--- src/lmps_pkg.sv ---
// Shared types, codes and constants for the LED matrix pixel store.
package lmps_pkg;

	localparam int NUM_PIXELS_DEF = 256;

	localparam int COORD_W = 8;
	localparam int COLOR_W = 24;
	localparam int DIM_W   = 7;
	localparam int ORIENT_W = 3;
	localparam int MODE_W  = 2;
	localparam int CFG_IDX_W = 2;
	localparam int CFG_DATA_W = 7;

	// Coordinate math width: holds -128..254 with sign.
	localparam int CALC_W = 10;
	// Strip index width: product of CALC_W by DIM_W+1 signed.
	localparam int IDX_W  = 18;

	localparam logic [DIM_W-1:0]    WIDTH_RST  = 7'd16;
	localparam logic [DIM_W-1:0]    LENGTH_RST = 7'd16;
	localparam logic [ORIENT_W-1:0] ORIENT_RST = 3'd0;
	localparam logic                ZIGZAG_RST = 1'b1;

	typedef enum logic [MODE_W-1:0] {
		MODE_CLIP = 2'd0,
		MODE_WRAP = 2'd1,
		MODE_READ = 2'd2
	} mode_t;

	typedef enum logic [CFG_IDX_W-1:0] {
		CFG_WIDTH  = 2'd0,
		CFG_LENGTH = 2'd1,
		CFG_ORIENT = 2'd2,
		CFG_ZIGZAG = 2'd3
	} cfg_idx_t;

	typedef struct packed {
		logic clr_step;
		logic load_item;
		logic orient;
		logic mult;
		logic addr;
		logic mem_go;
		logic load_out;
	} lmps_cmd_t;

	typedef struct packed {
		logic clr_last;
		logic item_read;
	} lmps_status_t;

endpackage

--- src/lmps_ctrl.sv ---
// Sequencer for the LED matrix pixel store: clearing pass and per-transfer steps.
module lmps_ctrl (
	input  logic                  clk,
	input  logic                  arst_n,
	input  logic                  in_valid,
	output logic                  in_ready,
	output logic                  out_valid,
	input  logic                  out_ready,
	input  lmps_pkg::lmps_status_t status,
	output lmps_pkg::lmps_cmd_t   cmd
);
	import lmps_pkg::*;

	typedef enum logic [2:0] {
		ST_CLEAR,
		ST_IDLE,
		ST_ORIENT,
		ST_MULT,
		ST_ADDR,
		ST_MEM,
		ST_RESP
	} state_t;

	state_t state_q;
	logic   out_valid_q;
	logic   out_free;

	assign out_free  = !out_valid_q || out_ready;
	assign in_ready  = (state_q == ST_IDLE);
	assign out_valid = out_valid_q;

	always_comb begin
		cmd = '0;
		unique case (state_q)
			ST_CLEAR:  cmd.clr_step  = 1'b1;
			ST_IDLE:   cmd.load_item = in_valid;
			ST_ORIENT: cmd.orient    = 1'b1;
			ST_MULT:   cmd.mult      = 1'b1;
			ST_ADDR:   cmd.addr      = 1'b1;
			ST_MEM:    cmd.mem_go    = 1'b1;
			ST_RESP:   cmd.load_out  = out_free;
			default:   cmd = '0;
		endcase
	end

	always_ff @(posedge clk or negedge arst_n) begin
		if (!arst_n) begin
			state_q     <= ST_CLEAR;
			out_valid_q <= 1'b0;
		end else begin
			// new result loads as the old one leaves; otherwise clear on transfer
			if (state_q == ST_RESP && out_free)
				out_valid_q <= 1'b1;
			else if (out_ready)
				out_valid_q <= 1'b0;
			unique case (state_q)
				ST_CLEAR: begin
					if (status.clr_last)
						state_q <= ST_IDLE;
				end
				ST_IDLE: begin
					if (in_valid)
						state_q <= ST_ORIENT;
				end
				ST_ORIENT: state_q <= ST_MULT;
				ST_MULT:   state_q <= ST_ADDR;
				ST_ADDR:   state_q <= ST_MEM;
				ST_MEM: begin
					state_q <= status.item_read ? ST_RESP : ST_IDLE;
				end
				ST_RESP: begin
					if (out_free)
						state_q <= ST_IDLE;
				end
				default: state_q <= ST_IDLE;
			endcase
		end
	end

endmodule

--- config.mk ---
export PLATFORM = sky130hd
export DESIGN_NAME = lmps_ctrl
export DESIGN_NICKNAME = d
export VERILOG_FILES = /design/src/lmps_pkg.sv /design/src/lmps_ctrl.sv
export SDC_FILE = /design/constraint.sdc
export NUM_CORES = 1
export LEC_CHECK = 0
export BUFFER_PORTS_ARGS = -buffer_cell sky130_fd_sc_hd__buf_4
export CORE_AREA = 4 4 41 43
export DETAILED_ROUTE_END_ITERATION = 8
export DIE_AREA = 0 0 45 47
export GPL_TIMING_DRIVEN = 1
export SYNTH_ARGS = -nofsm -noshare
export SYNTH_HDL_FRONTEND = slang
export SYNTH_SLANG_ARGS = --single-unit
--- constraint.sdc ---
create_clock -name clk -period 1 [get_ports clk]
set_input_delay 0.2 -clock clk [delete_from_list [all_inputs] [get_ports clk]]
set_output_delay 0.2 -clock clk [all_outputs]
set_load 0.005 [all_outputs]
# Yosys cells after proc, flatten, opt, wreduce, memory -nomap -nowiden
# Index checks and enable logic that the tools add are counted.
[word_totals] register_bits=4 in_bits=6 output_inout_bits=9 elab_cells=31
[op_classes] eq_ne=9 muxes=14 n_reduce_logical=6
[op_table] operator="3-bit case mux with 7 select lines" n=1
[op_table] operator="3-bit two-way mux" n=4
[op_table] operator="3-bit equality test, second input constant" n=3
[op_table] operator="1-bit two-way mux" n=9
[op_table] operator="3-bit by 2-bit equality test with 1-bit output, second input constant" n=2
[op_table] operator="2-bit != test, second input constant" n=3
[op_table] operator="3-bit by 1-bit equality test with 1-bit output, second input constant" n=1
[op_table] operator="3-bit logical NOT" n=1
[op_table] operator="3-bit AND reduction" n=1
[op_table] operator="2-bit nonzero test" n=1
[op_table] operator="1-bit logical AND" n=1
[op_table] operator="1-bit logical NOT" n=1
[op_table] operator="1-bit logical OR" n=1

# Longest topological paths before layout
# Gate-level depths: netlist of the first run.
[logic_depth] depth_word=4 mapped_depth=4 mapped_depth_nobuf=3

# Worst setup path before layout of the first run
# Ideal clock, no wire load.
[synth_timing] path_type="register -> output" startpoint="register state_q[2]" endpoint="output port cmd[5] in the netlist's numbering" arrival_time_ps=881 required_ps=800 path_slack_ps=-81 stages_incl_launch_ff=4 n_path_buf=1 cell_sequence="dfrtp_1 > buf_6 > nor3b_2 > and2_1"
[synth_rtl] item="start, declared" line_no="lmps_ctrl.sv:24" rtl="state_t state_q;"
[synth_rtl] item="start signal, assigned" line_no="lmps_ctrl.sv:69" rtl="state_q <= status.item_read ? ST_RESP : ST_IDLE;"
[synth_rtl] item="end, declared" line_no="lmps_ctrl.sv:10" rtl="output lmps_pkg::lmps_cmd_t cmd"

==> results.md, run 1 <==
- Setup CP Type: reg2out
- PD cells: 2764 mW/mm^2
- Overall Global Routing Usage: under 10%
- Max-Cap Viols: 0
- Placed cell area: 470.5 sq um
- Post-layout util: 46.73%
- R2R Setup Slk: -0.31 ns
- Worst path top cell family by delay: flip-flops
- Vias in the first global route: 328
- Non-Filler Instances: 80
- First-pass GRT wire length: approximately 1.4 mm
- Area of the multi-input gates: 207.7 sq um
- Die H: approximately 47 um
- Maximum clock insertion buffer count: 2
- Violated checks: negative setup slack
- Most common cell after layout, fill and taps aside: buf_4
- Die Span X: 45 um
- Placer Congestion: 0.7042
- Antenna diode count: 0
- Post-synthesis cell type count: 21
- Num rows: 13
- Via count: between 300 and 400
- Clk_lat worst skew: 0.23 ns
- Status: finished, violations left
- IO buf count: 14
- Synth warnings: 0
- Syn_nets: 40
- Setup crit end kind: primary output
- Filler cell count: 138
- Hold Crit Class: in2async
- Crit path launch type: flop
- Final-report hold violation count: 0
- Bufs and invs on worst path: 1
- Crit-path max cell delay: 0.44 ns
- VDD IR-drop max: 1.314 mV
- GRT overflow: 0
- Share of cells above drive strength 1: between 70% and 80%
- Setup WS post-layout: -0.3134 ns
- Root buffer cell: clkbuf_4
- Reg2Reg Launch Point: state_q[2]$_DFFE_PN0P_
- Vias per inst: 4.250
- Final Cycle Share: 131.3%
- Reg2Reg Depth: 5
- Num Clock Sinks: 4
- Layout area overhead: 98.37%
- Slowest CP cell: dfrtp_2
- Inserted Clock Buffers: 3
- Residual DRC: 0
- HPWL Detailed: approximately 570 um
- Register area share after synthesis: 32.65%
- Largest net degree at the start of global routing: 8
- Clock transition at path regs: about 0.040 ns
- Synth Register Bits: 4
- Mapped Cells: 34
- Worst Path Required: 0.80 ns
- Final WL: just over 800 um
- Max H-tree Level: 1
- Initial Utilization: between 20% and 30%
- Critical Path AT: 1.11 ns
- Leakage power: 0.3070 nW
- Unrepaired setup endpoints after global routing: yes
- Fmax: 761.4 MHz
- Max Slew Vio Count: 0
- Ports: 15
- Full die area: approximately 0.0021 sq mm
- Reg-to-reg endpoint: state_q[0]$_DFFE_PN0P_
- # nets final: 73
- Placeable Area: 0.001301 sq mm
- Clk_skew: 0.001286 ns
- Most frequent cells in the layout: buf_4, buf_6, nand2_1, clkbuf_4, dfrtp_2
- Critical path, cell by cell: nor3b_4, and2_1, buf_4
- Critical Path Fanout Max: 6
- Initial DRC count: 0
- FF/Latch Area: 103.9 sq um
- Total iterations of the first detailed-routing run: 1
- Initial antenna violation count: 0
- Minimum clock period: 1.313 ns
- Slew headroom: 88.92%
- Final instance area: 608.1 sq um
- Setup violations, final: 11
- Pwr Total: ~1.7 mW
- Routed Antenna Nets: 0
- CTS tree: yes
- Cell Area, Synth: 306.5 sq um
- Placed cell count: 68
- Mean Syn Cell Area: 9.016 sq um
- Worst Max-Slew Pin Slew: 0.1616 ns
- Avg WL per Cell: about 10 um
synthesized netlist by cell type (all sizes together):
cell,number,area share [%]
a21o,2,4.9
a21oi,1,1.6
and2,1,2.0
and3,1,2.4
buf,3,8.6
dfrtp,4,33
inv,1,1.2
mux2i,1,3.3
nand2,3,3.7
nand2b,1,2.0
nand3b,2,4.9
nor2,2,2.4
nor2b,2,4.1
nor3,2,3.3
nor3b,3,9.0
o211ai,1,4.1
o21ai,2,5.7
o22ai,1,2.0
or3,1,2.0
worst register-to-register path, delay by kind of cell, from the launching register on:
family | cells | cell delay, ns
DFF | 1 | 0.45
and+or+nand+nor | 1 | 0.36
buffers and inverters | 2 | 0.26
AOI/OAI and AO/OA | 2 | 0.13
cell type report:
class | instances | area share (%)
repair buffers | 31 | 41.36
multi-input cells | 26 | 34.16
flip-flops and latches | 4 | 17.08
clock buffers | 3 | 3.704
well taps | 15 | 3.086
inverters | 1 | 0.6173
per-layer routing:
| metal | routed length, um | vias to the layer above | global-route usage, % |
|---|---|---|---|
| met5 | 0 | - | 0 |
| met1 | 337 | 151 | 11.29 |
| met2 | 430 | 7 | 13.84 |
| met3 | 47 | 0 | 1.149 |
| li1 | - | 182 | - |
| met4 | 0 | 0 | 7.018 |
state kept, by name (all words and copies together), names as in the netlist:
register   count
out_valid      1
state_q        3
cell families after synthesis:
family	synth area share [%]
AND/OR/NAND/NOR	35.92
AO/OA/AOI/OAI	18.37
flip-flops	32.65
buffers and inverters	9.793
multiplexers	3.265
power by group:
group	switching, mW	internal (mW)	leakage [nW]
combinational	0.395	0.745	0.246
sequential	0.111	0.236	0.0476
clock	0.0598	0.134	0.0138
total	0.566	1.12	0.307
worst max-delay path by stage:
stage	slack (ns)	from	depth (start not counted)	to
after detailed placement	-0.20	state_q[2]$_DFFE_PN0P_	3	cmd[3]
after CTS	-0.33	state_q[2]$_DFFE_PN0P_	3	cmd[5]
final	-0.31	state_q[1]$_DFFE_PN0P_	3	cmd[5]
after floorplan	-0.07	state_q[2]$_DFFE_PN0P_	3	cmd[5]
after global routing	-0.40	state_q[1]$_DFFE_PN0P_	3	cmd[5]
after global placement	-0.18	state_q[2]$_DFFE_PN0P_	3	cmd[3]
per-stage QoR:
step	setup TNS (ns)	setup slack, ns	hold WS, ns
floorplan	-0.07273	-0.07273	-0.09559
global placement	-1.499	-0.1812	-0.002728
detailed placement	-1.583	-0.1966	-0.003976
CTS	-2.927	-0.3345	0.2900
global route	-3.736	-0.4013	0.3009
finish	-2.978	-0.3134	0.3029
timing repair:
action                                  4_1_cts  5_1_grt
endpoints found under the setup margin       11       11
buffers inserted                              5        3
pin swaps                                     4        2
resized for setup                            10        5
hold buffers                                  1        0
endpoints found under the hold margin         4        0
Note: power is estimated with default switching activity, not from simulation.
==> inputs of run 2 (changes only) <==
Clock period 1 ns to 1.5 ns, I/O delays scaled along.
==> run 2 against run 1 <==
  * The run now ends clean
  * Utilization fell by 9.2 points
  * Power decreased by 47%
  * Combinational power down 54%
  * Sequential share of layout area increased by 4.2 points
  * Final area is 20% lower
  * Register-to-register slack improved by 0.54 ns
  * Wire length up 1.4%
  * Global-route usage is 1.7 points lower
  * Via count is 7.6% lower
  * Non-clock buffer count is 10 lower
  * First-iteration DRC count is the same
  * Clock power is 33% lower
==> results.md, run 2 (synthesized netlist as in run 1, its figures left out) <==
- Critical Path Fanout Max: 7
- Final-report hold violation count: 0
- Most flop-heavy register: state_q
- Hold Crit Class: in2async
- Crit path launch type: flop
- Final WL: 825 um
- Residual DRC: 0
- HPWL Detailed: ~530 um
- Slew headroom: 84.01%
- Inserted Clock Buffers: 3
- Layout area overhead: 59.18%
- VDD IR-drop max: 0.4683 mV
- Die Span X: 45 um
- Bufs and invs on worst path: 2
- Most frequent CP cell: buf_4
- Pre-CTS WS: 0.2040 ns
- Worst Path Required: 1.20 ns
- Via count: about 310
- Leakage power: 0.2445 nW
- Switching Share: 36.55%
- Filler cell count: between 100 and 150
- Seq pwr share: 26.1%
- Crit-path max cell delay: 0.43 ns
- Status: completed
- Setup violations, final: 0
- Final instance area: 488.0 sq um
- Setup CP Type: reg2out
- Setup crit end kind: primary output
- Worst Max-Slew Pin Slew: 0.2399 ns
- Critical Path AT: 1.15 ns
- Vias in the first global route: 267
- Clock share of power: 14.8%
- Routed Antenna Nets: 0
- Max H-tree Level: 1
- Most common cell after layout, fill and taps aside: buf_4
- PD cells: 1810 mW/mm^2
- Initial DRC count: 0
- Max Slew Vio Count: 0
- Combinational Power Share: around 60%
- IO buf count: 14
- Initial Utilization: 23.56%
- Final Cycle Share: 96.98%
- Die H: 47 um
- Setup WS post-layout: roughly 0.045 ns
- Num Clock Sinks: 4
- Ports: 15
- Initial antenna violation count: 0
- Setup TNS Final: 0 ns
- Slowest CP cell: dfrtp_2
- Largest net degree at the start of global routing: 15
- Worst path top cell family by delay: flip-flops
- Clock transition at path regs: around 0.040 ns
- Placeable Area: 0.001301 sq mm
- Root buffer cell: clkbuf_4
- Avg WL per Cell: 11.79 um
- Vias per inst: 4.486
- GRT overflow: 0
- Antenna diode count: 0
- # nets final: 63
- Maximum clock insertion buffer count: 2
- Overall Global Routing Usage: 7.290%
- CTS tree: yes
- Share of cells above drive strength 1: slightly below 60%
- Most frequent cells in the layout: buf_4, nand2_1, clkbuf_4, dfrtp_2
- Fmax: a little under 700 MHz
- First-pass GRT wire length: ~1.1 mm
- Placed cell area: 419.2 sq um
- Full die area: 0.002115 sq mm
- Minimum clock period: roughly 1.5 ns
- Net Switching: 0.3229 mW
- Clk_lat worst skew: 0.23 ns
- Critical path, cell by cell: buf_4, and3_2, buf_4
- Clk_skew: about 0.0011 ns
- Max-Cap Viols: 0
- Num rows: 13
- Internal power: 0.5605 mW
- Max reg flops: 3
- Total iterations of the first detailed-routing run: 1
- Unrepaired setup endpoints after global routing: no
- Placer Congestion: 0.6904
[run 2: cell types whose count changed in the layout (fill, tap and decap cells not counted), sizes merged]
cell,previous run,this run
buf,30,19
clkbuf,3,4
[run 2: worst paths after layout]
kind | startpoint | cells after the start | to | slack (ns)
worst min register to register | state_q[0]$_DFFE_PN0P_ | 2 | state_q[0]$_DFFE_PN0P_ | 0.61
max in group asynchronous | arst_n | 2 | state_q[2]$_DFFE_PN0P_ | 0.98
worst max-delay path | state_q[0]$_DFFE_PN0P_ | 3 | cmd[3] | 0.05
min in group clk | status[0] | 4 | state_q[0]$_DFFE_PN0P_ | 0.41
worst max register to register | state_q[1]$_DFFE_PN0P_ | 4 | state_q[0]$_DFFE_PN0P_ | 0.23
worst min-delay path | arst_n | 2 | out_valid$_DFFE_PN0P_ | 0.41
[run 2: area by class of cell]
class                      count  area [sq um]  share of cell area [%]
tap                           15         18.77                   3.846
multi-input combinational     26         181.4                   37.18
sequential                     4         103.9                   21.28
timing repair buffer          21         157.7                   32.31
inverter                       1         3.754                  0.7692
clock buffer                   3         22.52                   4.615
[run 2: stage by stage]
step | utilization (%) | power [mW] | instances | hold WS (ns)
finish | 37.50 | 0.8834 | 70 | 0.4065
detailed placement | 32.21 | 0.6651 | 62 | 0.09591
global placement | 32.21 | 0.6570 | 62 | 0.09683
CTS | 34.90 | 0.8052 | 66 | 0.3997
floorplan | - | 0.5064 | 34 | 0.004409
global route | 37.50 | 0.9505 | 70 | 0.4246
[run 2: metal layers]
metal | vias to the layer above | GRT usage, % | share of wire [%]
li1 | 160 | - | -
met1 | 148 | 8.028 | 42
met2 | 6 | 12.71 | 55
met3 | 0 | 1.149 | 2.7
met4 | 0 | 5.263 | 0
met5 | - | 0 | 0
[run 2: timing repair]
action / CTS / global route
cloned: 0 / 0
setup buffers: 0 / 4
hold buffers: 1 / 0
endpoints found under the setup margin: 4 / 5
resized for setup: 2 / 2
endpoints found under the hold margin: 4 / 0
[run 2: power groups by stage]
stage / Combinational (mW) / Clock, mW / Sequential (mW)
final: 0.522 / 0.130 / 0.231
after CTS: 0.419 / 0.134 / 0.252
after floorplan: 0.323 / 0 / 0.184
after detailed placement: 0.416 / 0 / 0.250
after global routing: 0.569 / 0.139 / 0.243
after global placement: 0.410 / 0 / 0.247
